==> src/dtfp_pkg.sv <==
package dtfp_pkg;

   // widths and limits
   localparam int MAX_SCALE = 18;
   localparam int SCALE_W   = 5;
   localparam int ACC_W     = 64;
   localparam int STEP_W    = ACC_W + 4;
   localparam int QDEPTH    = 4;
   localparam int QPTR_W    = 2;
   localparam int QCNT_W    = 3;

   localparam logic [SCALE_W-1:0] FRAC_SCALE_RST = 5'd2;
   localparam logic [SCALE_W-1:0] SCALE_LIMIT    = SCALE_W'(MAX_SCALE);
   localparam logic [ACC_W-1:0]   I64_MAX        = 64'h7FFF_FFFF_FFFF_FFFF;

   // character codes
   localparam logic [7:0] CH_ZERO  = 8'h30;
   localparam logic [7:0] CH_NINE  = 8'h39;
   localparam logic [7:0] CH_POINT = 8'h2E;
   localparam logic [7:0] CH_MINUS = 8'h2D;
   localparam logic [7:0] CH_PLUS  = 8'h2B;
   localparam logic [7:0] CH_TAB   = 8'h09;
   localparam logic [7:0] CH_LF    = 8'h0A;
   localparam logic [7:0] CH_CR    = 8'h0D;
   localparam logic [7:0] CH_SPACE = 8'h20;

   typedef enum logic [2:0] {
      ST_OK         = 3'd0,
      ST_EMPTY      = 3'd1,
      ST_NO_DIGITS  = 3'd2,
      ST_TWO_POINTS = 3'd3,
      ST_NON_DIGIT  = 3'd4,
      ST_PRECISION  = 3'd5,
      ST_RANGE      = 3'd6
   } status_type;

   typedef enum logic [1:0] {
      PH_LEAD  = 2'd0,
      PH_BODY  = 2'd1,
      PH_TRAIL = 2'd2
   } phase_type;

   typedef enum logic {
      BK_RUN = 1'b0,
      BK_PAD = 1'b1
   } back_state_type;

   // one work item from the parser to the accumulator
   typedef struct packed {
      logic               push;
      logic [3:0]         digit;
      logic               finish;
      status_type         status;
      logic               negative;
      logic [SCALE_W-1:0] pad;
   } token_type;

endpackage

==> src/decimal_text_to_fixed_point.sv <==
// end of text: a beat with tlast is queued as a token; the accumulator pops it, then pads P
//   zero fraction digits (0 to 18), one per cycle, before it registers the result
// throughput: one character beat per cycle while the token queue is not full; each end of text
//   holds the accumulator while it pads and waits for a free result register, absorbed by a four-entry token queue
// reset: synchronous, active high; clears parse state, queue, accumulator and result valid, frac_scale returns to 2
module decimal_text_to_fixed_point import dtfp_pkg::*; (
   input  logic               clock,
   input  logic               reset,
   input  logic               req_tvalid,
   output logic               req_tready,
   input  logic [7:0]         req_tdata,   // [7:0] char_code
   input  logic               req_tuser,   // [0] has_char
   input  logic               req_tlast,   // last_item
   output logic               rsp_tvalid,
   input  logic               rsp_tready,
   output logic [63:0]        rsp_tdata,   // [63:0] scaled_value
   output logic [2:0]         rsp_tuser,   // [2:0] status
   input  logic               csr_valid,
   output logic               csr_ready,
   input  logic [SCALE_W-1:0] csr_data     // frac_scale
);

   logic       q_push;
   token_type  q_in_token;
   logic       q_full;
   logic       q_pop;
   logic       q_valid;
   token_type  q_head;
   status_type status;

   dtfp_front u_front (
      .clock      (clock),
      .reset      (reset),
      .req_tvalid (req_tvalid),
      .req_tready (req_tready),
      .req_tdata  (req_tdata),
      .req_tuser  (req_tuser),
      .req_tlast  (req_tlast),
      .csr_valid  (csr_valid),
      .csr_ready  (csr_ready),
      .csr_data   (csr_data),
      .q_full     (q_full),
      .q_push     (q_push),
      .q_token    (q_in_token)
   );

   dtfp_queue u_queue (
      .clock      (clock),
      .reset      (reset),
      .push       (q_push),
      .push_token (q_in_token),
      .full       (q_full),
      .pop        (q_pop),
      .head_valid (q_valid),
      .head_token (q_head)
   );

   dtfp_back u_back (
      .clock      (clock),
      .reset      (reset),
      .q_valid    (q_valid),
      .q_token    (q_head),
      .q_pop      (q_pop),
      .rsp_tvalid (rsp_tvalid),
      .rsp_tready (rsp_tready),
      .rsp_value  (rsp_tdata),
      .rsp_status (status)
   );

   assign rsp_tuser = status;

endmodule

==> src/dtfp_front.sv <==
module dtfp_front import dtfp_pkg::*; (
   input  logic               clock,
   input  logic               reset,
   input  logic               req_tvalid,
   output logic               req_tready,
   input  logic [7:0]         req_tdata,   // char_code
   input  logic               req_tuser,   // has_char
   input  logic               req_tlast,
   input  logic               csr_valid,
   output logic               csr_ready,
   input  logic [SCALE_W-1:0] csr_data,    // frac_scale
   input  logic               q_full,
   output logic               q_push,
   output token_type          q_token
);

   logic [SCALE_W-1:0] scale_ff, scale_in;
   phase_type          phase_ff, phase_in;
   logic               neg_ff, neg_in;
   logic               digit_ff, digit_in;
   logic               point_ff, point_in;
   logic [SCALE_W-1:0] frac_ff, frac_in;
   status_type         err_ff, err_in;

   logic               accept;
   logic               is_space;
   logic               is_digit;
   logic               is_sign;
   logic               body;
   logic               push;
   logic [SCALE_W-1:0] scale;
   status_type         fin_status;
   logic [SCALE_W-1:0] fin_pad;

   assign csr_ready  = 1'b1;
   assign req_tready = !q_full;
   assign accept     = req_tvalid && !q_full;

   // character classes and effective scale
   assign is_space = (req_tdata == CH_SPACE) || (req_tdata == CH_TAB) ||
                     (req_tdata == CH_LF) || (req_tdata == CH_CR);
   assign is_digit = (req_tdata >= CH_ZERO) && (req_tdata <= CH_NINE);
   assign is_sign  = (req_tdata == CH_PLUS) || (req_tdata == CH_MINUS);
   assign scale    = (scale_ff > SCALE_LIMIT) ? SCALE_LIMIT : scale_ff;

   // parse state update for one character
   always_comb begin
      phase_in = phase_ff;
      neg_in   = neg_ff;
      digit_in = digit_ff;
      point_in = point_ff;
      frac_in  = frac_ff;
      err_in   = err_ff;
      body     = 1'b0;
      push     = 1'b0;
      if (req_tuser) begin
         if (is_space) begin
            if (phase_ff == PH_BODY) begin
               phase_in = PH_TRAIL;
            end
         end else if (phase_ff == PH_LEAD) begin
            phase_in = PH_BODY;
            if (is_sign) begin
               neg_in = (req_tdata == CH_MINUS);
            end else begin
               body = (err_ff == ST_OK);
            end
         end else begin
            // whitespace inside the number
            if ((phase_ff == PH_TRAIL) && (err_ff == ST_OK)) begin
               err_in = ST_NON_DIGIT;
            end
            phase_in = PH_BODY;
            body     = (err_in == ST_OK);
         end
      end
      if (body) begin
         if (req_tdata == CH_POINT) begin
            if (point_ff) begin
               err_in = ST_TWO_POINTS;
            end else begin
               point_in = 1'b1;
            end
         end else if (!is_digit) begin
            err_in = ST_NON_DIGIT;
         end else begin
            digit_in = 1'b1;
            if (point_ff) begin
               if (frac_ff >= scale) begin
                  // surplus fraction digits must be zero
                  if (req_tdata[3:0] != 4'd0) begin
                     err_in = ST_PRECISION;
                  end
               end else begin
                  frac_in = frac_ff + 1'b1;
                  push    = 1'b1;
               end
            end else begin
               push = 1'b1;
            end
         end
      end
   end

   // end of text status and padding count
   always_comb begin
      fin_pad = '0;
      if (phase_in == PH_LEAD) begin
         fin_status = ST_EMPTY;
      end else if (err_in != ST_OK) begin
         fin_status = err_in;
      end else if (!digit_in) begin
         fin_status = ST_NO_DIGITS;
      end else begin
         fin_status = ST_OK;
         if (scale > frac_in) begin
            fin_pad = scale - frac_in;
         end
      end
   end

   // token to the queue
   always_comb begin
      q_push           = accept && (push || req_tlast);
      q_token.push     = push;
      q_token.digit    = req_tdata[3:0];
      q_token.finish   = req_tlast;
      q_token.status   = fin_status;
      q_token.negative = neg_in;
      q_token.pad      = fin_pad;
   end

   // registers
   always_ff @(posedge clock) begin
      if (reset) begin
         scale_ff <= FRAC_SCALE_RST;
      end else if (csr_valid) begin
         scale_ff <= csr_data;
      end
   end

   always_ff @(posedge clock) begin
      if (reset || (accept && req_tlast)) begin
         phase_ff <= PH_LEAD;
         neg_ff   <= 1'b0;
         digit_ff <= 1'b0;
         point_ff <= 1'b0;
         frac_ff  <= '0;
         err_ff   <= ST_OK;
      end else if (accept) begin
         phase_ff <= phase_in;
         neg_ff   <= neg_in;
         digit_ff <= digit_in;
         point_ff <= point_in;
         frac_ff  <= frac_in;
         err_ff   <= err_in;
      end
   end

   // fraction count never runs past the largest scale
   a_frac_bound: assert property (@(posedge clock) disable iff (reset)
      frac_ff <= SCALE_LIMIT)
      else $error("fraction count above limit");

endmodule

==> src/dtfp_queue.sv <==
module dtfp_queue import dtfp_pkg::*; (
   input  logic      clock,
   input  logic      reset,
   input  logic      push,
   input  token_type push_token,
   output logic      full,
   input  logic      pop,
   output logic      head_valid,
   output token_type head_token
);

   token_type         slot_ff [QDEPTH];
   logic [QPTR_W-1:0] wr_ff, wr_in;
   logic [QPTR_W-1:0] rd_ff, rd_in;
   logic [QCNT_W-1:0] count_ff, count_in;
   logic              do_push;
   logic              do_pop;

   assign full       = (count_ff == QCNT_W'(QDEPTH));
   assign head_valid = (count_ff != '0);
   assign head_token = slot_ff[rd_ff];
   assign do_push    = push && !full;
   assign do_pop     = pop && head_valid;

   // pointer and fill count update
   always_comb begin
      wr_in    = do_push ? wr_ff + 1'b1 : wr_ff;
      rd_in    = do_pop ? rd_ff + 1'b1 : rd_ff;
      count_in = count_ff;
      if (do_push && !do_pop) begin
         count_in = count_ff + 1'b1;
      end else if (do_pop && !do_push) begin
         count_in = count_ff - 1'b1;
      end
   end

   always_ff @(posedge clock) begin
      if (reset) begin
         wr_ff    <= '0;
         rd_ff    <= '0;
         count_ff <= '0;
      end else begin
         wr_ff    <= wr_in;
         rd_ff    <= rd_in;
         count_ff <= count_in;
      end
   end

   // token storage
   always_ff @(posedge clock) begin
      if (do_push) begin
         slot_ff[wr_ff] <= push_token;
      end
   end

   a_count_bound: assert property (@(posedge clock) disable iff (reset)
      count_ff <= QCNT_W'(QDEPTH))
      else $error("queue count above depth");

   a_no_underflow: assert property (@(posedge clock) disable iff (reset)
      pop |-> (count_ff != '0))
      else $error("queue popped while empty");

endmodule

==> src/dtfp_back.sv <==
module dtfp_back import dtfp_pkg::*; (
   input  logic             clock,
   input  logic             reset,
   input  logic             q_valid,
   input  token_type        q_token,
   output logic             q_pop,
   output logic             rsp_tvalid,
   input  logic             rsp_tready,
   output logic [ACC_W-1:0] rsp_value,
   output status_type       rsp_status
);

   back_state_type     state_ff, state_in;
   logic [ACC_W-1:0]   acc_ff, acc_in;
   logic               ovf_ff, ovf_in;
   logic [SCALE_W-1:0] cnt_ff, cnt_in;
   status_type         stat_ff, stat_in;
   logic               neg_ff, neg_in;
   logic               rsp_valid_ff, rsp_valid_in;
   logic [ACC_W-1:0]   rsp_value_ff, rsp_value_in;
   status_type         rsp_status_ff, rsp_status_in;

   logic               slot_free;
   logic               step_en;
   logic [3:0]         step_digit;
   logic [STEP_W-1:0]  step_sum;
   logic               step_ovf;
   logic               emit;

   assign slot_free  = !rsp_valid_ff || rsp_tready;
   assign rsp_tvalid = rsp_valid_ff;
   assign rsp_value  = rsp_value_ff;
   assign rsp_status = rsp_status_ff;

   // times ten plus digit, saturating at int64 max
   assign step_sum = ({4'b0, acc_ff} << 3) + ({4'b0, acc_ff} << 1) + STEP_W'(step_digit);
   assign step_ovf = step_sum > {4'b0, I64_MAX};

   // next state
   always_comb begin
      state_in = state_ff;
      case (state_ff)
         BK_RUN: begin
            if (q_valid && q_token.finish) begin
               state_in = BK_PAD;
            end
         end
         BK_PAD: begin
            if ((cnt_ff == '0) && slot_free) begin
               state_in = BK_RUN;
            end
         end
         default: state_in = BK_RUN;
      endcase
   end

   // datapath control
   always_comb begin
      q_pop      = 1'b0;
      step_en    = 1'b0;
      step_digit = 4'd0;
      emit       = 1'b0;
      cnt_in     = cnt_ff;
      stat_in    = stat_ff;
      neg_in     = neg_ff;
      case (state_ff)
         BK_RUN: begin
            q_pop = q_valid;
            if (q_valid) begin
               step_en    = q_token.push;
               step_digit = q_token.digit;
               if (q_token.finish) begin
                  cnt_in  = q_token.pad;
                  stat_in = q_token.status;
                  neg_in  = q_token.negative;
               end
            end
         end
         BK_PAD: begin
            if (cnt_ff != '0) begin
               // one zero of padding per cycle
               step_en = 1'b1;
               cnt_in  = cnt_ff - 1'b1;
            end else begin
               emit = slot_free;
            end
         end
         default: begin
            q_pop = 1'b0;
         end
      endcase
   end

   // accumulator update
   always_comb begin
      acc_in = acc_ff;
      ovf_in = ovf_ff;
      if (emit) begin
         acc_in = '0;
         ovf_in = 1'b0;
      end else if (step_en) begin
         if (step_ovf) begin
            acc_in = I64_MAX;
            ovf_in = 1'b1;
         end else begin
            acc_in = step_sum[ACC_W-1:0];
         end
      end
   end

   // result register
   always_comb begin
      rsp_valid_in  = rsp_valid_ff && !rsp_tready;
      rsp_value_in  = rsp_value_ff;
      rsp_status_in = rsp_status_ff;
      if (emit) begin
         rsp_valid_in = 1'b1;
         if (stat_ff != ST_OK) begin
            rsp_status_in = stat_ff;
            rsp_value_in  = '0;
         end else if (ovf_ff) begin
            rsp_status_in = ST_RANGE;
            rsp_value_in  = '0;
         end else begin
            rsp_status_in = ST_OK;
            rsp_value_in  = neg_ff ? (~acc_ff + 1'b1) : acc_ff;
         end
      end
   end

   always_ff @(posedge clock) begin
      if (reset) begin
         state_ff     <= BK_RUN;
         acc_ff       <= '0;
         ovf_ff       <= 1'b0;
         cnt_ff       <= '0;
         rsp_valid_ff <= 1'b0;
      end else begin
         state_ff     <= state_in;
         acc_ff       <= acc_in;
         ovf_ff       <= ovf_in;
         cnt_ff       <= cnt_in;
         rsp_valid_ff <= rsp_valid_in;
      end
   end

   always_ff @(posedge clock) begin
      stat_ff       <= stat_in;
      neg_ff        <= neg_in;
      rsp_value_ff  <= rsp_value_in;
      rsp_status_ff <= rsp_status_in;
   end

   // magnitude saturates below the sign bit
   a_acc_sat: assert property (@(posedge clock) disable iff (reset)
      !acc_ff[ACC_W-1])
      else $error("magnitude above int64 max");

   // any failing status carries a zero value
   a_err_zero: assert property (@(posedge clock) disable iff (reset)
      (rsp_valid_ff && (rsp_status_ff != ST_OK)) |-> (rsp_value_ff == '0))
      else $error("nonzero value with error status");

endmodule

==> config.mk <==
export PLATFORM = sky130hd
export DESIGN_NAME = decimal_text_to_fixed_point
export DESIGN_NICKNAME = d
export VERILOG_FILES = /design/src/dtfp_pkg.sv /design/src/decimal_text_to_fixed_point.sv /design/src/dtfp_front.sv /design/src/dtfp_queue.sv /design/src/dtfp_back.sv
export SDC_FILE = /design/constraint.sdc
export NUM_CORES = 1
export LEC_CHECK = 0
export BUFFER_PORTS_ARGS = -buffer_cell sky130_fd_sc_hd__buf_2
export CORE_ASPECT_RATIO = 0.5
export CORE_MARGIN = 2
export CORE_UTILIZATION = 50
export CTS_BUF_LIST = sky130_fd_sc_hd__clkbuf_16
export CTS_CLUSTER_SIZE = 10
export DETAILED_ROUTE_END_ITERATION = 12
export PLACE_DENSITY = 0.79
export SYNTH_ARGS = -nofsm -noshare
export SYNTH_HDL_FRONTEND = slang
export SYNTH_SLANG_ARGS = --single-unit
export TNS_END_PERCENT = 20
==> constraint.sdc <==
create_clock -name clock -period 11.2 [get_ports clock]
set_clock_uncertainty 0.2 [all_clocks]
set_input_delay 1.12 -clock clock [delete_from_list [all_inputs] [get_ports clock]]
set_output_delay 1.12 -clock clock [all_outputs]
set_load 0.01 [all_outputs]
==> results by group, run 1 <==
Synthesis
  – Prevailing post-synth register cell: edfxtp_1
  – EDFF count, synth: 131
  – Yosys top cell area share: between 20% and 30%
  – Dominant cells by area after synthesis: edfxtp_1 26%, dfxtp_1 13%, ha_1 12%, xor2_1 5.1%, o21ai_0 4.7%
  – Async SR Flop Fraction: 0%
  – Flops & latches, synth: 230
  – Syn_nets: 1743
  – Post-Syn Area: 15100 sq um
  – Most common cell in the netlist: nor2_1
  – Post-synthesis sequential area ratio: between 30% and 40%
  – Synth cell count leaders: 165 x nor2_1, 146 x ha_1, 142 x o21ai_0
  – Synth warn: 0
  – Count of cell types in the netlist: 90
  – Synth Instances: 1573
  – Synthesized area per cell: 9.61 sq um
  – Synth area leader: edfxtp_1

Detailed routing
  – First DRT Iteration DRCs: roughly 970
  – Detail Route met2 WL: 16300 um
  – Met1 Wirelength: 15400 um
  – Vias: between 10k and 15k
  – Drt drc: 0
  – Highest metal used: met4
  – Met3 wire len: approximately 1800 um
  – Router iterations before antenna repair: 5
  – Post-Route WL: approximately 34000 um
  – WL per Instance: between 15 and 20 um
  – ANT nets after route: 0
  – Vias per Instance: 5.93

STA
  – RSZ-0062 raised after global routing: no
  – Max_slew headroom: 18.2%
  – Final Max Tran Viols: 0
  – Setup WS post-layout: 5430 ps
  – Finish-stage setup viols: 0
  – Worst-Margin Slew: approximately 1200 ps
  – Final worst path period need: approximately 5800 ps
  – Tcrit/Tclk final: 51.5%
  – Final hold vios: 0
  – FMAX: between 150 and 200 MHz
  – Setup TNS: 0 ps

Die
  – Chip width: ~250 um
  – Die ar.: approximately 32000 sq um
  – Initial core utilization: 51.5%
  – I/O Pins: 90
  – Core Box Area: ~29000 sq um
  – Die height: around 130 um
  – Rows: 44

Worst setup path
  – Critical-path cell with the highest stage delay: dfxtp_1
  – Crit end category: flip-flop
  – Crit path depth: 15
  – CP bufs+invs: 1
  – Family with the most delay on the worst path: compound AO/OA/AOI/OAI gates
  – Worst Reg2Reg Path Length in Cells: 15
  – Cell chain of the critical path: mux4_2 > and2_1 > fa_1 > fa_1 > a211oi_1 > o21a_1 > a21bo_2 > o21bai_1 > a41oi_2 > o211ai_2 > a31oi_1 > xnor2_1 > nor4_4 > buf_4 > a31oi_1
  – Worst Path Arrival: between 5000 and 6000 ps
  – Startpoint types: flip-flop
  – CP Data Required Time: roughly 11000 ps
  – Maximum fanout along the worst path: 40
  – Critical setup path kind: reg -> reg
  – Crit path largest cell delay: 970 ps

GRT
  – First-pass GRT wire length: 57800 um
  – Initial antenna violation count: 0
  – All-layer global routing usage: 21.7%
  – Number of global-route vias before repair: approximately 12k
  – Grt ovf: 0
  – Largest net degree at the start of global routing: between 100 and 150

Placement
  – I/O Buffers: 88
  – Pre-CTS WS: approximately 5400 ps
  – Final Wtd Congestion: around 0.95
  – Detailed placement HPWL: ~25000 um
  – Placed cells: just under 2k

Clock network
  – CTS tree: built
  – Clock root cell: clkbuf_16
  – CTS H-Tree Depth: 1
  – Hold Buf Count CTS: 0
  – CTS-repair resized insts: 0
  – Inserted Clock Buffers: 27
  – Clk Latency, worst-skew pair: approximately 550 ps
  – Post-CTS Setup Bufs: 0
  – Clock Path Buffers: 3
  – Clk sinks: 230
  – Clock slew at reported path FFs: ~60 ps

Run
  – Max_cap viols: 0

Cells and area
  – Number of diodes: 0
  – Layout Area Growth over Synthesis: 9.81%
  – Fin nets: between 1.5k and 2k
  – Final cell count without fillers: 2033
  – Share of cells above drive strength 1: 11.2%

Power
  – Max VDD drop: roughly 0.00022 V
  – Pleak: a little under 7 nW
  – PwrDens: 234 nW/um^2
  – Pwr Total: 0.00388 W

Worst hold path
  – Min-Delay Path Class: reg -> reg
  – Worst Hold Depth: 2

Status
  – Outcome: completed
layout make-up:
cell class              count  area [sq um]
clock buffers              29           726
repair buffers             95           493
multi-input cells        1231          8750
well taps                 391           489
inverters                  36           135
flip-flops and latches    230          5920
fillers                  2542         12700
clock inverters            21          95.1
metrics by stage:
stage,util [%],instance area (sq um),hold slack [ps]
after detailed placement,53.8,15800,269
after global placement,53.8,15800,246
after global routing,56.6,16600,304
after CTS,56.6,16600,285
final,56.6,16600,282
after floorplan,-,15100,237
logic make-up after synthesis:
| logic type | synth area share, % |
|---|---|
| XOR/XNOR | 7.99 |
| adder cells (fa/ha/maj) | 12.6 |
| AO/OA/AOI/OAI | 20.2 |
| flip-flops | 39.1 |
| buffers and inverters | 3.14 |
| AND/OR/NAND/NOR | 14.2 |
| other | 0.0248 |
| multiplexers | 2.76 |
power by group:
group | switching, W | internal (W) | total (W)
clock | 0.000345 | 0.000463 | 0.000808
combinational | 0.00111 | 0.000667 | 0.00178
sequential | 0.000200 | 0.00109 | 0.00129
total | 0.00166 | 0.00222 | 0.00388
worst min-delay path: stages, from the launching register on:
cell	delay, ps
dfxtp_1	330
a21oi_1	40
nor2_1	70
routing by layer:
layer	track usage [%]	vias to the layer above
met2	37.4	344
met4	6.83	0
li1	-	5961
met3	3.59	61
met5	0	-
met1	28.2	5685
flip-flops by register name, indices dropped and copies added, names as in the netlist, named ones only:
signal,cells
u_back.acc_ff,64
u_back.cnt_ff,5
u_back.neg_ff,1
u_back.ovf_ff,1
u_back.rsp_status,3
u_back.rsp_tvalid,1
u_back.rsp_value,64
u_back.stat_ff,3
u_back.state_ff,1
u_front.digit_ff,1
u_front.err_ff,3
u_front.frac_ff,5
u_front.neg_ff,1
u_front.phase_ff,2
u_front.point_ff,1
u_front.scale_ff,5
u_queue.count_ff,3
u_queue.rd_ff,2
u_queue.slot_ff,60
u_queue.wr_ff,2
worst paths after layout:
kind                                 startpoint                              to  slack, ps
setup / recovery                      flip-flop  u_back.acc_ff[48]$_SDFFE_PP0P_       5430
hold / removal    u_front.digit_ff$_SDFFE_PP0P_   u_front.digit_ff$_SDFFE_PP0P_        280
setup reg to reg                      flip-flop  u_back.acc_ff[48]$_SDFFE_PP0P_       5430
hold reg to reg   u_front.digit_ff$_SDFFE_PP0P_   u_front.digit_ff$_SDFFE_PP0P_        280
cells in the final DEF, fill, tap and decap left out, types with 54 or more instances in the layout:
cell type / n
nor2_1: 164
o21ai_0: 141
inv_1: 54
a21oi_1: 106
xor2_1: 88
dfxtp_1: 99
a31oi_1: 66
buf_2: 88
edfxtp_1: 131
nand2_1: 117
ha_1: 146
(Power assumes the default switching activity.)
==> inputs of run 2 (changes only) <==
- ABC_AREA: unset -> 1
- PLACE_DENSITY: 0.79 -> 0.78
- clock period: 11.2 -> 5.9 ns (I/O delays scaled with it)
==> results by group, run 2 <==
Cells and area
  – Share of cells above drive strength 1: 7.08%
  – Commonest non-fill, non-tap cell in the layout: nand2_1
  – Layout fillers: about 3.3k
  – Final cell count without fillers: between 3k and 4k
  – Fin nets: 2732
  – Layout Area Growth over Synthesis: 9.76%
  – Most frequent cells in the layout: 551 x nand2_1, 428 x nor2_1, 358 x inv_1
  – Number of diodes: 0

Synthesis
  – Count of cell types in the netlist: a little under 60
  – EDFF count, synth: approximately 130
  – Flops & latches, synth: 230
  – Syn_nets: about 2.7k
  – Most common cell in the netlist: nand2_1
  – Yosys top cell area share: about 23%
  – Post-Syn Area: roughly 17000 sq um
  – Synth area leader: edfxtp_1
  – Async SR Flop Fraction: 0%
  – Prevailing post-synth register cell: edfxtp_1
  – Dominant cells by area after synthesis: edfxtp_1 23%, nand2_1 12%, dfxtp_1 11%, ha_1 11%, nor2_1 9.3%
  – Synth cell count leaders: 552 x nand2_1, 430 x nor2_1, 338 x inv_1
  – Synth warn: 0
  – Post-synthesis sequential area ratio: between 30% and 40%
  – Synthesized area per cell: about 7 sq um
  – Synth Instances: approximately 2.5k

STA
  – FMAX: 216 MHz
  – Setup TNS: 0 ps
  – Final worst path period need: approximately 4600 ps
  – Finish-stage setup viols: 0
  – RSZ-0062 raised after global routing: no
  – Final hold vios: 0
  – Worst-Margin Slew: roughly 1200 ps
  – Final Max Tran Viols: 0
  – Hold WS: around 61 ps
  – Max_slew headroom: about a fifth
  – Tcrit/Tclk final: between 70% and 80%

Power
  – Max VDD drop: about 0.00025 V
  – PwrDens: ~470 nW/um^2
  – Pwr Total: ~0.0090 W
  – Pleak: slightly below 9 nW

Die
  – Die ar.: roughly 36000 sq um
  – I/O Pins: 90
  – Chip width: about 270 um
  – Die height: about 140 um
  – Rows: 48
  – Initial core utilization: between 50% and 60%
  – Core Box Area: between 30000 and 40000 sq um

Clock network
  – CTS-repair resized insts: 0
  – Inserted Clock Buffers: 27
  – Clock root cell: clkbuf_16
  – CTS H-Tree Depth: 1
  – Hold Buf Count CTS: 0
  – Post-CTS Setup Bufs: 0
  – Clock slew at reported path FFs: ~60 ps
  – Clk sinks: 230
  – Clock Path Buffers: 3
  – CTS tree: built
  – Clk Latency, worst-skew pair: about 570 ps

GRT
  – Number of global-route vias before repair: around 15k
  – Initial antenna violation count: 0
  – All-layer global routing usage: a little over a quarter
  – Largest net degree at the start of global routing: 69
  – First-pass GRT wire length: 78300 um
  – Grt ovf: 0

Detailed routing
  – Router iterations before antenna repair: 5
  – Vias per Instance: ~5.4
  – WL per Instance: about 16 um
  – ANT nets after route: 0
  – Drt drc: 0
  – Vias: 16.5k
  – Post-Route WL: between 40000 and 50000 um
  – First DRT Iteration DRCs: about 1.6k

Placement
  – I/O Buffers: between 80 and 90
  – Placed cells: 3008
  – Detailed placement HPWL: 38300 um
  – Final Wtd Congestion: between 1 and 1.5

Worst setup path
  – Family with the most delay on the worst path: simple AND/OR/NAND/NOR gates
  – Cell repeated most along the worst path: nand2_1
  – Critical-path cell with the highest stage delay: nand3_4
  – R2R setup slack: 1280 ps
  – Cell chain of the critical path: buf_4 > inv_1 > o21ai_0 > a21oi_1 > ha_1 > ha_1 > fa_1 > nand3_2 > nand3_1 > nand2_1 > nand2_1 > nand2_1 > nand2_2 > nand2_1 > nand2_2 > nand2_1 > nand2_1 > nand2_1 > nand2_1 > nor2_2 > nand3_4 > inv_1 > a21oi_1
  – CP bufs+invs: 3
  – Crit path largest cell delay: 590 ps
  – Critical setup path kind: reg -> reg
  – Startpoint types: flip-flop
  – Maximum fanout along the worst path: around 60
  – Worst Path Arrival: between 4000 and 5000 ps
  – Crit end category: flip-flop
  – CP Data Required Time: 6130 ps

Worst hold path
  – Min-Delay Path Class: in -> reg

Run
  – Max_cap viols: 0

Status
  – Outcome: completed
-- run 2: area by class of cell --
class | instances | area [sq um] | area share, %
clock inverter | 22 | 88.8 | 0.468
clock buffer | 28 | 701 | 3.69
inverter | 346 | 1300 | 6.84
timing repair buffer | 99 | 523 | 2.75
sequential | 230 | 5920 | 31.2
tap | 475 | 594 | 3.13
multi-input combinational | 1858 | 9860 | 52.0
-- run 2: routing by layer --
metal / wire (um) / vias to the layer above / global-route usage [%]
met3: 5110 / 56 / 6.32
met4: 782 / 0 / 4.93
met2: 20700 / 616 / 41.7
met5: 0 / - / 0
met1: 22900 / 7488 / 39.6
li1: - / 8310 / -
-- run 2: power breakdown --
group          switching (W)  leakage, nW  internal, W  total, W
registers           0.000494         2.04      0.00211   0.00261
clock network       0.000676        0.460     0.000847   0.00152
logic                0.00325         6.45      0.00159   0.00484
total                0.00442         8.94      0.00455   0.00897
-- run 2: worst min-delay path: stages --
cell,delay (ps)
buf_2,70
nor2_1,30
nor2_1,80
-- run 2: logic make-up (layout without fill, tap and decap cells) --
| logic type | after synthesis | after routing | synth area share, % |
|---|---|---|---|
| DFF | 230 | 230 | 34.2 |
| xor gates and xnor gates | 54 | 54 | 2.73 |
| adders and majority gates | 150 | 150 | 11.0 |
| muxes | 1 | 1 | 0.0579 |
| other | 1 | 1 | 0.0217 |
| buffers and inverters | 398 | 495 | 8.95 |
| AOI/OAI and AO/OA | 434 | 434 | 13.6 |
| and+or+nand+nor | 1218 | 1218 | 29.4 |
-- run 2: stage by stage --
stage	area [sq um]	setup WS [ps]	util (%)
after global placement	18200	1400	53.1
after global routing	19000	745	55.4
after detailed placement	18200	1290	53.1
final	19000	1280	55.4
after floorplan	17300	908	-
after CTS	19000	1250	55.4
-- run 2: final timing paths --
path | startpoint | to | cells past startpoint
setup reg to reg | flip-flop | u_back.acc_ff[2]$_SDFFE_PP0P_ | 23
setup / recovery | flip-flop | u_back.acc_ff[2]$_SDFFE_PP0P_ | 23
hold / removal | csr_data[3] | u_front.scale_ff[3]$_SDFFE_PP0P_ | 3
hold reg to reg | u_front.digit_ff$_SDFFE_PP0P_ | u_front.digit_ff$_SDFFE_PP0P_ | 1
